===== src/assert_macros.svh =====
// assertion macros used by the top-level rtl file of the event sequence watchdog
// no dependencies; include by bare file name
`ifndef ASSERT_MACROS_SVH
`define ASSERT_MACROS_SVH

// same-cycle implication, disabled while reset is asserted
`define ASSERT_IMPLY(label, clk, rst_n, ante, cons, msg) \
	label: assert property (@(posedge clk) disable iff (!(rst_n)) (ante) |-> (cons)) \
		else $error(msg);

// next-cycle implication, disabled while reset is asserted
`define ASSERT_NEXT(label, clk, rst_n, ante, cons, msg) \
	label: assert property (@(posedge clk) disable iff (!(rst_n)) (ante) |=> (cons)) \
		else $error(msg);

`endif


===== src/eswd_pkg.sv =====
// types, codes and constants of the event sequence watchdog
// no dependencies; imported by every module of the block but eswd_row_mem
`timescale 1ns / 1ps
`default_nettype none

package eswd_pkg;

	localparam int NODES_DEF     = 64;
	localparam int EDGES_DEF     = 4;
	localparam int TIME_BITS_DEF = 16;

	localparam int NODE_W = 6;
	localparam int SLOT_W = 2;
	localparam int RULE_W = 4;
	localparam int DL_W   = 16;
	localparam int EL_W   = 16;

	localparam int IN_DATA_W  = 40;
	localparam int IN_USER_W  = 2;
	localparam int OUT_DATA_W = 32;
	localparam int OUT_USER_W = 4;

	typedef enum logic [1:0] {
		OP_WR_EDGE  = 2'd0,
		OP_WR_FLAGS = 2'd1,
		OP_EVENT    = 2'd2,
		OP_TICK     = 2'd3
	} op_t;

	typedef enum logic [2:0] {
		KIND_INTERRUPTED = 3'd0,
		KIND_ENTRY       = 3'd1,
		KIND_ACTIVATED   = 3'd2,
		KIND_COMPLETED   = 3'd3,
		KIND_TIMEOUT     = 3'd4
	} kind_t;

	// one edge slot, valid in the lowest bit
	typedef struct packed {
		logic [RULE_W-1:0] rule;
		logic [DL_W-1:0]   deadline;
		logic [NODE_W-1:0] target;
		logic              valid;
	} edge_t;

	// per-node flags, entry in the lowest bit
	typedef struct packed {
		logic [RULE_W-1:0] rule;
		logic              completion;
		logic              entry;
	} flags_t;

	localparam int EDGE_W = $bits(edge_t);
	localparam int FLAG_W = $bits(flags_t);

	typedef struct packed {
		op_t               op;
		logic [NODE_W-1:0] node;
		logic [SLOT_W-1:0] slot;
		logic              edge_valid;
		logic [NODE_W-1:0] target;
		logic [DL_W-1:0]   deadline;
		logic [RULE_W-1:0] rule;
		logic              is_entry;
		logic              is_completion;
	} item_t;

	typedef struct packed {
		kind_t             kind;
		logic              rule_named;
		logic [RULE_W-1:0] rule_id;
		logic [NODE_W-1:0] event_node;
		logic [EL_W-1:0]   elapsed;
		logic              last;
	} res_t;

endpackage

`default_nettype wire


===== src/eswd_out_buf.sv =====
// result register between the sequencer and the master stream port
// depends on eswd_pkg for the result struct and field widths
`timescale 1ns / 1ps
`default_nettype none

module eswd_out_buf (
	input  logic                                clk,
	input  logic                                arst_n,
	input  logic                                push_valid,
	output logic                                push_ready,
	input  eswd_pkg::res_t                      push_res,
	output logic                                m_axis_tvalid,
	input  logic                                m_axis_tready,
	// rule_id, event_node, elapsed, zero fill
	output logic [eswd_pkg::OUT_DATA_W-1:0]     m_axis_tdata,
	// kind, rule_named
	output logic [eswd_pkg::OUT_USER_W-1:0]     m_axis_tuser,
	output logic                                m_axis_tlast
);

	import eswd_pkg::*;

	localparam int PAD_W = OUT_DATA_W - EL_W - NODE_W - RULE_W;

	logic valid_q;
	res_t res_q;

	assign push_ready = !valid_q || m_axis_tready;

	always_ff @(posedge clk or negedge arst_n) begin
		if (!arst_n) begin
			valid_q <= 1'b0;
		end else if (push_ready) begin
			valid_q <= push_valid;
		end
	end

	always_ff @(posedge clk) begin
		if (push_valid && push_ready) begin
			res_q <= push_res;
		end
	end

	assign m_axis_tvalid = valid_q;
	assign m_axis_tdata  = {{PAD_W{1'b0}}, res_q.elapsed, res_q.event_node, res_q.rule_id};
	assign m_axis_tuser  = {res_q.rule_named, res_q.kind};
	assign m_axis_tlast  = res_q.last;

endmodule

`default_nettype wire


===== config.mk =====
export PLATFORM = sky130hd
export DESIGN_NAME = eswd_out_buf
export DESIGN_NICKNAME = d
export VERILOG_FILES = /design/src/assert_macros.svh /design/src/eswd_pkg.sv /design/src/eswd_out_buf.sv
export SDC_FILE = /design/constraint.sdc
export NUM_CORES = 1
export LEC_CHECK = 0
export BUFFER_PORTS_ARGS = -buffer_cell sky130_fd_sc_hd__buf_4
export CAP_MARGIN = 20
export CORE_UTILIZATION = 42
export DETAILED_ROUTE_END_ITERATION = 7
export GPL_TIMING_DRIVEN = 0
export HOLD_SLACK_MARGIN = 0.08
export PLACE_DENSITY = 0.82
export SYNTH_ARGS = -nofsm -noshare
export SYNTH_HDL_FRONTEND = slang
export SYNTH_SLANG_ARGS = --single-unit

===== constraint.sdc =====
create_clock -name clk -period 1.9 [get_ports clk]
set_clock_uncertainty 0.05 [all_clocks]
set_input_delay 0.19 -clock clk [delete_from_list [all_inputs] [get_ports clk]]
set_output_delay 0.19 -clock clk [all_outputs]
set_load 0.005 [all_outputs]

==> metrics.txt <==
status finished, final reports clean; Setup Crit Path Kind register to register; H-tree depth 2; Area Overhead vs Synth 90.32%; CP max FO 31; Post-CTS Repair Setup Buffers 0; Antenna diodes 0; total wire length around 3.2 mm; Final Hold Viols 0; number of gates resized after CTS 0; hold path endpoint m_axis_tvalid; Syn Area/Cell around 25 um^2; Buffers on Ports 67; die area ~2700 um^2; GPL Wtd Cong between 0.6 and 0.7; Final #Nets 189; Vias between 700 and 800; clock network power share 0.258; post-route ant nets 0; CP max stage cell dfrtp_1; Clock transition at path regs about 0.090 ns; fill count approximately 100; worst skew pair latency between 0.3 and 0.4 ns; share of power burned in registers 0.592; max incr delay on CP 0.43 ns; r2r endpoint m_axis_tdata[7]; I/O Pins between 70 and 80; vias per cell 4.352; Max Cap Violations 0; Tmin final approximately 1.3 ns; fmax 765.3 MHz; Data required, critical path ~1.8 ns; share of layout cells above drive strength 1 0.5260; total track usage 0.2588; cell row count 17; cell taking the most area after synthesis edfxtp_1; GR peak layer met2; Stages on worst setup path 2; power per standard cell area 717.7 nW/um^2; RSZ-0062 raised after global routing no; GR Util met2 0.5065; GRT met1 Usage 0.2335; DIE HEIGHT about 52 um; crit-path leading delay family simple AND/OR/NAND/NOR gates; switching power about 0.31 mW; initial core utilization 0.4541; YS warnings 0; met3 Track Usage GR 0.09064; R2R setup slack between 0.5 and 0.6 ns; Worst Path Buf+Inv 0; Die Width about 52 um; first-pass GRT wire length roughly 4.4 mm; largest net degree at the start of global routing 32; Max Slew Vio Count 0; Worst Hold Slack 0.1002 ns; Worst setup EP type register; Finish-stage setup viols 0; hold wc startpoint m_axis_tready; FF-to-FF path depth 2; initial DRC count 5; Clock Sinks 32; overall power between 1 and 1.5 mW; Inserted Clock Buffers 5; Mapped Cells 42; Mapped Area around 1000 um^2; Yosys reg bits 32; drt first pass iters 2; initial antenna violation count 0; clk buf depth 2; WHS Path Cells 3; setup TNS 0 ns; CTS tree yes; root buffer cell clkbuf_4; GR Overflow Total 0; main area contributors after synthesis edfxtp_1, buf_4, dfrtp_1; WP data arrival roughly 1.3 ns; internal power around 1.1 mW; FF-to-FF Start m_axis_tvalid; crit-path cells nand2b_4, and2_4; drt wl/cell about 17 um; Comb power frac 0.149; worst vdd ir 0.8021 mV; Distinct cells, synth 7; area fraction of the dominant cell type after synthesis 0.9007; Hold Path Class input port to register; CP startpoint kind register; core box area roughly 2300 um^2; final core occ 0.8642; Leak Pwr 0.8616 nW; Sw Ratio 0.2213; number of global-route vias before repair around 880; fin crit share 0.6877; Seq/Total Area, Yosys 0.9249; DRC Markers 0
area by class of cell:
type | instances | area (um^2) | area share
buffer | 6 | 45.04 | 0.02290
tap | 28 | 35.03 | 0.01781
multi-input combinational | 9 | 51.30 | 0.02608
clock buffer | 6 | 41.29 | 0.02099
sequential | 32 | 955.9 | 0.4860
timing repair buffer | 100 | 833.3 | 0.4237
clock inverter | 1 | 5.005 | 0.002545
state kept, by name, summed over array words and instances (netlist names):
register       cells
m_axis_tdata      26
m_axis_tuser       4
m_axis_tlast       1
m_axis_tvalid      1
cell usage in the layout (no fill, tap or decap), drive strengths merged:
cell / n
buf: 73
dlygate4sd3: 33
edfxtp: 31
conb: 6
clkbuf: 6
nand2b: 2
and2: 1
clkinv: 1
dfrtp: 1
through the flow:
step                worst slack, ns  cell area, um^2  instances
CTS                          0.5766             1967        182
floorplan                    0.6938             1052         47
global placement             0.6393             1590        142
global route                 0.5290             1967        182
detailed placement           0.6001             1590        142
finish                       0.5934             1967        182
synth_stat cells, drive strengths merged:
cell	n
and2	1
buf	6
conb	1
dfrtp	1
edfxtp	31
nand2b	2
power groups by stage:
| stage | registers, mW | clock network [mW] | logic [mW] |
|---|---|---|---|
| global route | 0.838 | 0.397 | 0.223 |
| detailed placement | 0.848 | 0 | 0.150 |
| CTS | 0.832 | 0.335 | 0.206 |
| global placement | 0.846 | 0 | 0.145 |
| floorplan | 0.852 | 0 | 0.0295 |
| finish | 0.836 | 0.365 | 0.211 |
cells by family (layout without fill, tap and decap cells):
kind of cell | after synthesis | in the layout | share of synthesized area
DFF | 32 | 32 | 0.9249
buffers and inverters | 6 | 113 | 0.04358
and+or+nand+nor | 3 | 3 | 0.02785
other | 1 | 6 | 0.003628
how the worst max path moves through the flow:
stage	startpoint	end	slack [ns]
after global routing	m_axis_tvalid	m_axis_tdata[4]	0.53
after CTS	m_axis_tvalid	m_axis_tuser[0]	0.58
after floorplan	m_axis_tvalid	m_axis_tdata[0]	0.69
after detailed placement	m_axis_tvalid	m_axis_tdata[3]	0.60
after global placement	m_axis_tvalid	m_axis_tdata[3]	0.64
final	m_axis_tvalid	m_axis_tdata[7]	0.59
worst min-delay path: stages:
cell and delay (ns):
buf_4 0.08, nand2b_4 0.12, nand2b_1 0.05
repair_timing:
| item | CTS | global route |
|---|---|---|
| setup endpoints to repair | 0 | 0 |
| hold endpoints to repair | 33 | 0 |
| hold buffers | 33 | 0 |
layer usage:
metal  vias up  share of wire
li1        367              -
met1       382           0.32
met2        39           0.60
met3         4          0.063
met4         0          0.016
met5         -              0
(Power assumes the default switching activity.)
