$ cat src/assert_macros.svh
// assertion macros used by the top-level rtl file of the event sequence watchdog
// no dependencies; include by bare file name
`ifndef ASSERT_MACROS_SVH
`define ASSERT_MACROS_SVH

// same-cycle implication, disabled while reset is asserted
`define ASSERT_IMPLY(label, clk, rst_n, ante, cons, msg) \
	label: assert property (@(posedge clk) disable iff (!(rst_n)) (ante) |-> (cons)) \
		else $error(msg);

// next-cycle implication, disabled while reset is asserted
`define ASSERT_NEXT(label, clk, rst_n, ante, cons, msg) \
	label: assert property (@(posedge clk) disable iff (!(rst_n)) (ante) |=> (cons)) \
		else $error(msg);

`endif

$ cat src/eswd_pkg.sv
// types, codes and constants of the event sequence watchdog
// no dependencies; imported by every module of the block but eswd_row_mem
`timescale 1ns / 1ps
`default_nettype none

package eswd_pkg;

	localparam int NODES_DEF     = 64;
	localparam int EDGES_DEF     = 4;
	localparam int TIME_BITS_DEF = 16;

	localparam int NODE_W = 6;
	localparam int SLOT_W = 2;
	localparam int RULE_W = 4;
	localparam int DL_W   = 16;
	localparam int EL_W   = 16;

	localparam int IN_DATA_W  = 40;
	localparam int IN_USER_W  = 2;
	localparam int OUT_DATA_W = 32;
	localparam int OUT_USER_W = 4;

	typedef enum logic [1:0] {
		OP_WR_EDGE  = 2'd0,
		OP_WR_FLAGS = 2'd1,
		OP_EVENT    = 2'd2,
		OP_TICK     = 2'd3
	} op_t;

	typedef enum logic [2:0] {
		KIND_INTERRUPTED = 3'd0,
		KIND_ENTRY       = 3'd1,
		KIND_ACTIVATED   = 3'd2,
		KIND_COMPLETED   = 3'd3,
		KIND_TIMEOUT     = 3'd4
	} kind_t;

	// one edge slot, valid in the lowest bit
	typedef struct packed {
		logic [RULE_W-1:0] rule;
		logic [DL_W-1:0]   deadline;
		logic [NODE_W-1:0] target;
		logic              valid;
	} edge_t;

	// per-node flags, entry in the lowest bit
	typedef struct packed {
		logic [RULE_W-1:0] rule;
		logic              completion;
		logic              entry;
	} flags_t;

	localparam int EDGE_W = $bits(edge_t);
	localparam int FLAG_W = $bits(flags_t);

	typedef struct packed {
		op_t               op;
		logic [NODE_W-1:0] node;
		logic [SLOT_W-1:0] slot;
		logic              edge_valid;
		logic [NODE_W-1:0] target;
		logic [DL_W-1:0]   deadline;
		logic [RULE_W-1:0] rule;
		logic              is_entry;
		logic              is_completion;
	} item_t;

	typedef struct packed {
		kind_t             kind;
		logic              rule_named;
		logic [RULE_W-1:0] rule_id;
		logic [NODE_W-1:0] event_node;
		logic [EL_W-1:0]   elapsed;
		logic              last;
	} res_t;

endpackage

`default_nettype wire

$ cat src/eswd_ctrl.sv
// sequencer: reset clearing pass, row read-modify-write, event decision, deadline scan, ticks, result emission
// depends on eswd_pkg; drives eswd_row_mem and eswd_out_buf
`timescale 1ns / 1ps
`default_nettype none

module eswd_ctrl #(
	parameter int NODES          = eswd_pkg::NODES_DEF,
	parameter int EDGES_PER_NODE = eswd_pkg::EDGES_DEF,
	parameter int TIME_BITS      = eswd_pkg::TIME_BITS_DEF,
	localparam int AW            = (NODES > 1) ? $clog2(NODES) : 1,
	localparam int RW            = eswd_pkg::FLAG_W + EDGES_PER_NODE * eswd_pkg::EDGE_W
) (
	input  logic            clk,
	input  logic            arst_n,
	input  logic            in_valid,
	output logic            in_ready,
	input  eswd_pkg::item_t item,
	output logic            mem_we,
	output logic [AW-1:0]   mem_waddr,
	output logic [RW-1:0]   mem_wdata,
	output logic [AW-1:0]   mem_raddr,
	input  logic [RW-1:0]   mem_rdata,
	output logic            push_valid,
	input  logic            push_ready,
	output eswd_pkg::res_t  push_res
);

	import eswd_pkg::*;

	localparam int SW = (EDGES_PER_NODE > 1) ? $clog2(EDGES_PER_NODE) : 1;
	localparam int CW = (TIME_BITS > DL_W) ? TIME_BITS : DL_W;
	localparam logic [TIME_BITS-1:0] SAT = '1;

	typedef enum logic [3:0] {
		S_CLR, S_IDLE, S_READ, S_RMW, S_EV_B, S_EV_C, S_MIN, S_TICK, S_EMIT
	} state_t;

	state_t                 state_q;
	item_t                  item_q;
	logic [AW-1:0]          clr_q;
	logic                   active_q;
	logic [NODE_W-1:0]      cur_q;
	logic [TIME_BITS-1:0]   since_q;
	logic                   thr_valid_q;
	logic [DL_W-1:0]        thr_q;
	logic [RW-1:0]          rown_q;
	res_t                   res_q [2];
	logic                   emit_q;
	logic [SW-1:0]          scan_q;

	logic                   node_ok;
	logic                   cur_ok;
	logic                   slot_ok;
	logic                   wr_ok;
	logic [RW-1:0]          row_mod;
	logic [RW-1:0]          rowc;
	flags_t                 flags_n;
	logic                   any_n;
	logic                   found;
	logic [RULE_W-1:0]      mrule;
	edge_t                  sedge;
	logic [TIME_BITS-1:0]   since_n;
	logic                   tick_fire;

	function automatic res_t mk_res(kind_t k, logic named, logic [RULE_W-1:0] r,
	                                logic [NODE_W-1:0] n, logic [EL_W-1:0] el, logic lst);
		res_t x;
		x.kind       = k;
		x.rule_named = named;
		x.rule_id    = r;
		x.event_node = n;
		x.elapsed    = el;
		x.last       = lst;
		return x;
	endfunction

	assign node_ok = int'(item_q.node) < NODES;
	assign cur_ok  = int'(cur_q) < NODES;
	assign slot_ok = int'(item_q.slot) < EDGES_PER_NODE;
	assign wr_ok   = node_ok && (item_q.op == OP_WR_FLAGS || slot_ok);

	// merge a write item into the row just read back
	always_comb begin
		edge_t  ne;
		flags_t nf;
		ne.valid    = item_q.edge_valid;
		ne.target   = item_q.target;
		ne.deadline = item_q.deadline;
		ne.rule     = item_q.rule;
		nf.entry      = item_q.is_entry;
		nf.completion = item_q.is_completion;
		nf.rule       = item_q.rule;
		row_mod = mem_rdata;
		if (item_q.op == OP_WR_FLAGS) begin
			row_mod[FLAG_W-1:0] = nf;
		end else begin
			for (int s = 0; s < EDGES_PER_NODE; s++) begin
				if (int'(item_q.slot) == s) begin
					row_mod[FLAG_W + s*EDGE_W +: EDGE_W] = ne;
				end
			end
		end
	end

	// event decision: flags and edges of the event node, first matching edge of the current node
	always_comb begin
		edge_t e;
		rowc    = (active_q && cur_ok) ? mem_rdata : '0;
		flags_n = flags_t'(rown_q[FLAG_W-1:0]);
		any_n   = 1'b0;
		found   = 1'b0;
		mrule   = '0;
		for (int s = 0; s < EDGES_PER_NODE; s++) begin
			e     = edge_t'(rown_q[FLAG_W + s*EDGE_W +: EDGE_W]);
			any_n = any_n | e.valid;
		end
		for (int s = 0; s < EDGES_PER_NODE; s++) begin
			e = edge_t'(rowc[FLAG_W + s*EDGE_W +: EDGE_W]);
			if (!found && e.valid && e.target == item_q.node) begin
				found = 1'b1;
				mrule = e.rule;
			end
		end
	end

	assign sedge     = edge_t'(rown_q[FLAG_W + int'(scan_q)*EDGE_W +: EDGE_W]);
	assign since_n   = (since_q == SAT) ? since_q : since_q + 1'b1;
	assign tick_fire = thr_valid_q && (CW'(since_n) > CW'(thr_q));

	assign in_ready   = (state_q == S_IDLE);
	assign mem_we     = (state_q == S_CLR) || (state_q == S_RMW && wr_ok);
	assign mem_waddr  = (state_q == S_CLR) ? clr_q : AW'(item_q.node);
	assign mem_wdata  = (state_q == S_CLR) ? '0 : row_mod;
	assign mem_raddr  = (state_q == S_EV_B) ? AW'(cur_q) : AW'(item_q.node);
	assign push_valid = (state_q == S_EMIT);
	assign push_res   = res_q[emit_q];

	always_ff @(posedge clk or negedge arst_n) begin
		if (!arst_n) begin
			state_q     <= S_CLR;
			item_q      <= '0;
			clr_q       <= '0;
			active_q    <= 1'b0;
			cur_q       <= '0;
			since_q     <= '0;
			thr_valid_q <= 1'b0;
			thr_q       <= '0;
			rown_q      <= '0;
			res_q       <= '{default: '0};
			emit_q      <= 1'b0;
			scan_q      <= '0;
		end else begin
			case (state_q)
				S_CLR: begin
					if (clr_q == AW'(NODES - 1)) begin
						state_q <= S_IDLE;
					end else begin
						clr_q <= clr_q + 1'b1;
					end
				end
				S_IDLE: begin
					if (in_valid) begin
						item_q  <= item;
						state_q <= (item.op == OP_TICK) ? S_TICK : S_READ;
					end
				end
				S_READ: begin
					state_q <= (item_q.op == OP_EVENT) ? S_EV_B : S_RMW;
				end
				S_RMW: begin
					state_q <= S_IDLE;
				end
				S_EV_B: begin
					// nodes past the table have no flags and no edges
					rown_q  <= node_ok ? mem_rdata : '0;
					state_q <= S_EV_C;
				end
				S_EV_C: begin
					emit_q <= 1'b0;
					scan_q <= '0;
					if (flags_n.entry) begin
						if (active_q) begin
							res_q[0] <= mk_res(KIND_INTERRUPTED, 1'b0, '0, item_q.node, '0, 1'b0);
							res_q[1] <= mk_res(KIND_ENTRY, 1'b1, flags_n.rule, item_q.node,
							                   '0, 1'b1);
						end else begin
							res_q[0] <= mk_res(KIND_ENTRY, 1'b1, flags_n.rule, item_q.node,
							                   '0, 1'b1);
						end
						active_q    <= 1'b1;
						cur_q       <= item_q.node;
						since_q     <= '0;
						thr_valid_q <= 1'b0;
						thr_q       <= '0;
						state_q     <= S_MIN;
					end else if (!active_q) begin
						if (any_n) begin
							res_q[0]    <= mk_res(KIND_ACTIVATED, 1'b0, '0, item_q.node, '0, 1'b1);
							active_q    <= 1'b1;
							cur_q       <= item_q.node;
							since_q     <= '0;
							thr_valid_q <= 1'b0;
							thr_q       <= '0;
							state_q     <= S_MIN;
						end else begin
							state_q <= S_IDLE;
						end
					end else if (found) begin
						res_q[0]    <= mk_res(KIND_COMPLETED, 1'b1, mrule, cur_q,
						                      EL_W'(since_q), 1'b0);
						res_q[1]    <= mk_res(KIND_ACTIVATED, 1'b1, mrule, item_q.node, '0, 1'b1);
						cur_q       <= item_q.node;
						since_q     <= '0;
						thr_valid_q <= 1'b0;
						thr_q       <= '0;
						state_q     <= S_MIN;
					end else if (flags_n.completion) begin
						res_q[0]    <= mk_res(KIND_COMPLETED, 1'b0, '0, item_q.node,
						                      EL_W'(since_q), 1'b1);
						active_q    <= 1'b0;
						cur_q       <= '0;
						since_q     <= '0;
						thr_valid_q <= 1'b0;
						thr_q       <= '0;
						state_q     <= S_EMIT;
					end else begin
						state_q <= S_IDLE;
					end
				end
				S_MIN: begin
					// one slot per cycle, minimum deadline over valid slots
					if (sedge.valid && (!thr_valid_q || sedge.deadline < thr_q)) begin
						thr_q       <= sedge.deadline;
						thr_valid_q <= 1'b1;
					end
					if (scan_q == SW'(EDGES_PER_NODE - 1)) begin
						state_q <= S_EMIT;
					end else begin
						scan_q <= scan_q + 1'b1;
					end
				end
				S_TICK: begin
					state_q <= S_IDLE;
					if (active_q) begin
						since_q <= since_n;
						if (tick_fire) begin
							res_q[0]    <= mk_res(KIND_TIMEOUT, 1'b0, '0, cur_q,
							                      EL_W'(since_n), 1'b1);
							emit_q      <= 1'b0;
							active_q    <= 1'b0;
							cur_q       <= '0;
							since_q     <= '0;
							thr_valid_q <= 1'b0;
							thr_q       <= '0;
							state_q     <= S_EMIT;
						end
					end
				end
				S_EMIT: begin
					if (push_ready) begin
						if (res_q[emit_q].last) begin
							state_q <= S_IDLE;
						end else begin
							emit_q <= 1'b1;
						end
					end
				end
				default: begin
					state_q <= S_IDLE;
				end
			endcase
		end
	end

endmodule

`default_nettype wire
$ cat config.mk
export PLATFORM = sky130hd
export DESIGN_NAME = eswd_ctrl
export DESIGN_NICKNAME = d
export VERILOG_FILES = /design/src/assert_macros.svh /design/src/eswd_pkg.sv /design/src/eswd_ctrl.sv
export SDC_FILE = /design/constraint.sdc
export NUM_CORES = 1
export LEC_CHECK = 0
export BUFFER_PORTS_ARGS = -buffer_cell sky130_fd_sc_hd__buf_2
export CAP_MARGIN = 0
export CORE_MARGIN = 1
export CORE_UTILIZATION = 59
export CTS_CLUSTER_SIZE = 30
export DETAILED_ROUTE_END_ITERATION = 8
export GPL_ROUTABILITY_DRIVEN = 0
export GPL_TIMING_DRIVEN = 1
export PLACE_DENSITY_LB_ADDON = 0.1
export SLEW_MARGIN = 5
export SYNTH_ARGS = -nofsm -noshare
export SYNTH_HDL_FRONTEND = slang
export SYNTH_SLANG_ARGS = --single-unit
$ cat constraint.sdc
create_clock -name clk -period 5.9 [get_ports clk]
set_clock_uncertainty 0.2 [all_clocks]
set_input_delay 0 -clock clk [delete_from_list [all_inputs] [get_ports clk]]
set_output_delay 0 -clock clk [all_outputs]
set_load 0.1 [all_outputs]
==> out/metrics.csv <==
metric;value;unit
antenna_found_initial;1;
arrival;4.95;ns
post-route-drc-count;0;
cp-start-kind;flop;
crit_chain;nand4_1 > nor3_2 > nand2_1 > nand3_1 > xnor2_1 > ha_1 > nand4_1 > nor3_1 > a21bo_2 > and3_1 > o41ai_4 > and2_4 > mux2_2;
final_common_cell;buf_2;
ys_types;72;
insertion_delay;0.52;ns
cts-root-buf;clkbuf_16;
ant_nets;0;
slew_headroom;6.141;%
ctsHtreeMaxLevel;1;
tightest_slew;1.404;ns
drv_slew;0;
cts_resized;0;
clk_path_buf_depth;3;
hold_class;in2reg;
max_stage_delay;0.51;ns
synth_area_leader_cell;dfrtp_1;
slowest_stage;dfrtp_1;
seqCellArea;0.005255;sq mm
ys_top_cells_by_area;dfrtp_1, mux2_2, nand2_1;
yosysWarningCount;0;
async_flop_share;100.0;%
crit_start;since_q[6];
portBuffers;316;
worstReg2RegStart;since_q[6];
n_fill_cell;1383;
fmax;209.8;MHz
drt_iter0_drc;1183;
synth_top_area_share;40.78;%
synth.cell_area;0.01289;sq mm
via_count;12558;
placed_area;0.01451;sq mm
wl;42770;um
worst-path-max-fanout;39;
placementRows;53;
finalInstanceArea;0.01663;sq mm
multiInputGateArea;0.007114;sq mm
postLayoutCoreUtil;78.35;%
finalHoldViolations;0;
rsz0062_at_grt;false;
overflow;0;
io_pins;317;
avgSynthCellArea;9.440;sq um
yosysSeqAreaShare;40.78;%
cts_setup_buffers;0;
outcome;finished clean;
drv_cap;0;
mostFrequentLayoutCells;buf_2, nand2_1, dfrtp_1, mux2_2, a21oi_1;
crit_top_cell;nand4_1;
synth_enable_flop_cells;0;
finalCritPeriodShare;80.80;%
clkSinkCount;210;
final_cells;2043;
placed_cells;1873;
wire_per_inst;20.93;um
dieArea;0.02244;sq mm
critPathTopFamily;simple AND/OR/NAND/NOR gates;
nNetsFinal;1945;
cts_tree;built;
tns;0;ns
final-setup-viol-count;0;
die_w;149.8;um
synth_nets;1558;
initial_core_util;60.73;%
syn_inst;1365;
worst-path-buf-inv;0;
crit_required;6.09;ns
drive_gt1_share;32.48;%
die_h;149.8;um
cts-buffers-inserted;23;
path_clk_slew;0.07;ns
endpoint_kind;flop;
finalCriticalPeriod;4.767;ns
hp-start;item[13];
dr.pass1.iters;7;
synth-seq-cells;210;
grt_pass1_vias;12448;
grt_max_degree;83;
ys.flop_type;dfrtp_1;
coreArea;0.02122;sq mm
syn2layout_area_growth;29.03;%
critPathKind;reg2reg;
grt_pass1_wl;66490;um
track_usage;38.41;%
routed_via_density;6.147;
dp.final_hpwl;28030;um
layout make-up:
class	instances	share of cell area (%)
repair buffers	456	17.93
clock inverters	7	0.6848
multi-input cells	1029	42.79
clock buffers	33	4.169
flip-flops and latches	210	31.61
inverters	32	0.7375
diodes	1	0.01505
well taps	275	2.069
timing repair:
action	CTS	global route
hold buffers	129	0
endpoints found under the hold margin	195	0
setup endpoints to repair	0	0
layer usage:
metal | wire length, um | part of all wire [%] | global-route usage, %
met1 | 16450 | 38 | 50.54
met3 | 4017 | 9.4 | 6.341
met2 | 20230 | 47 | 61.37
met5 | 0 | 0 | 0
met4 | 2063 | 4.8 | 19.44
through the flow:
| stage | hold slack, ns | setup slack (ns) |
|---|---|---|
| CTS | 0.02586 | 1.180 |
| detailed placement | -0.1604 | 1.202 |
| global placement | -0.1603 | 1.407 |
| finish | 0.04539 | 1.133 |
| floorplan | -0.4956 | 1.060 |
| global route | 0.05236 | 0.8358 |
logic make-up after synthesis:
group	synth area share (%)
simple gates	16.69
compound gates	13.46
flops	40.78
mux	18.66
buf+inv	4.262
xor+xnor	2.651
fa+ha+maj	3.495
synth_stat cells, types with 6 or more instances:
master / n
nand2_1: 308
dfrtp_1: 210
mux2_2: 160
a21oi_1: 135
clkbuf_1: 67
o21ai_0: 42
ha_1: 36
nor2_1: 33
inv_1: 31
xnor2_1: 28
nand3_1: 24
o31ai_1: 24
nor2b_1: 22
mux4_2: 17
buf_2: 16
nand4_1: 16
nor3_1: 16
a22o_1: 14
mux2_1: 12
xor2_1: 11
nand2b_1: 10
a31oi_1: 9
nor4_1: 9
a21o_1: 8
and2_1: 8
or3_1: 7
buf_6: 6
o21a_1: 6
sequential cells by signal (all words and copies together) (netlist names), 2 cells and up:
signal and count:
since_q 16, cur_q 6, res_q 44, thr_q 16
item_q 39, clr_q 6, scan_q 2, state_q 4
rown_q 74
final timing paths:
| kind | slack (ns) | cells after the start | endpoint |
|---|---|---|---|
| worst min-delay path | 0.05 | 3 | item_q[13] |
| worst max register to register | 1.13 | 13 | res_q[53] |
| max in group asynchronous | 4.12 | 4 | rown_q[18] |
| worst max-delay path | 1.13 | 13 | res_q[53] |
| min in group asynchronous | 0.45 | 4 | cur_q[2] |
| worst min register to register | 0.28 | 1 | res_q[38] |
worst reg2reg max path, cell delays in order (launching register included):
cell,delay (ns)
dfrtp_1,0.51
nand4_1,0.22
nor3_2,0.42
nand2_1,0.42
nand3_1,0.32
xnor2_1,0.10
ha_1,0.32
nand4_1,0.14
nor3_1,0.23
a21bo_2,0.27
and3_1,0.17
o41ai_4,0.36
and2_4,0.51
mux2_2,0.43
Power is not shown: default switching activity piles up to over one toggle a cycle in this logic, so the estimate is an artifact.
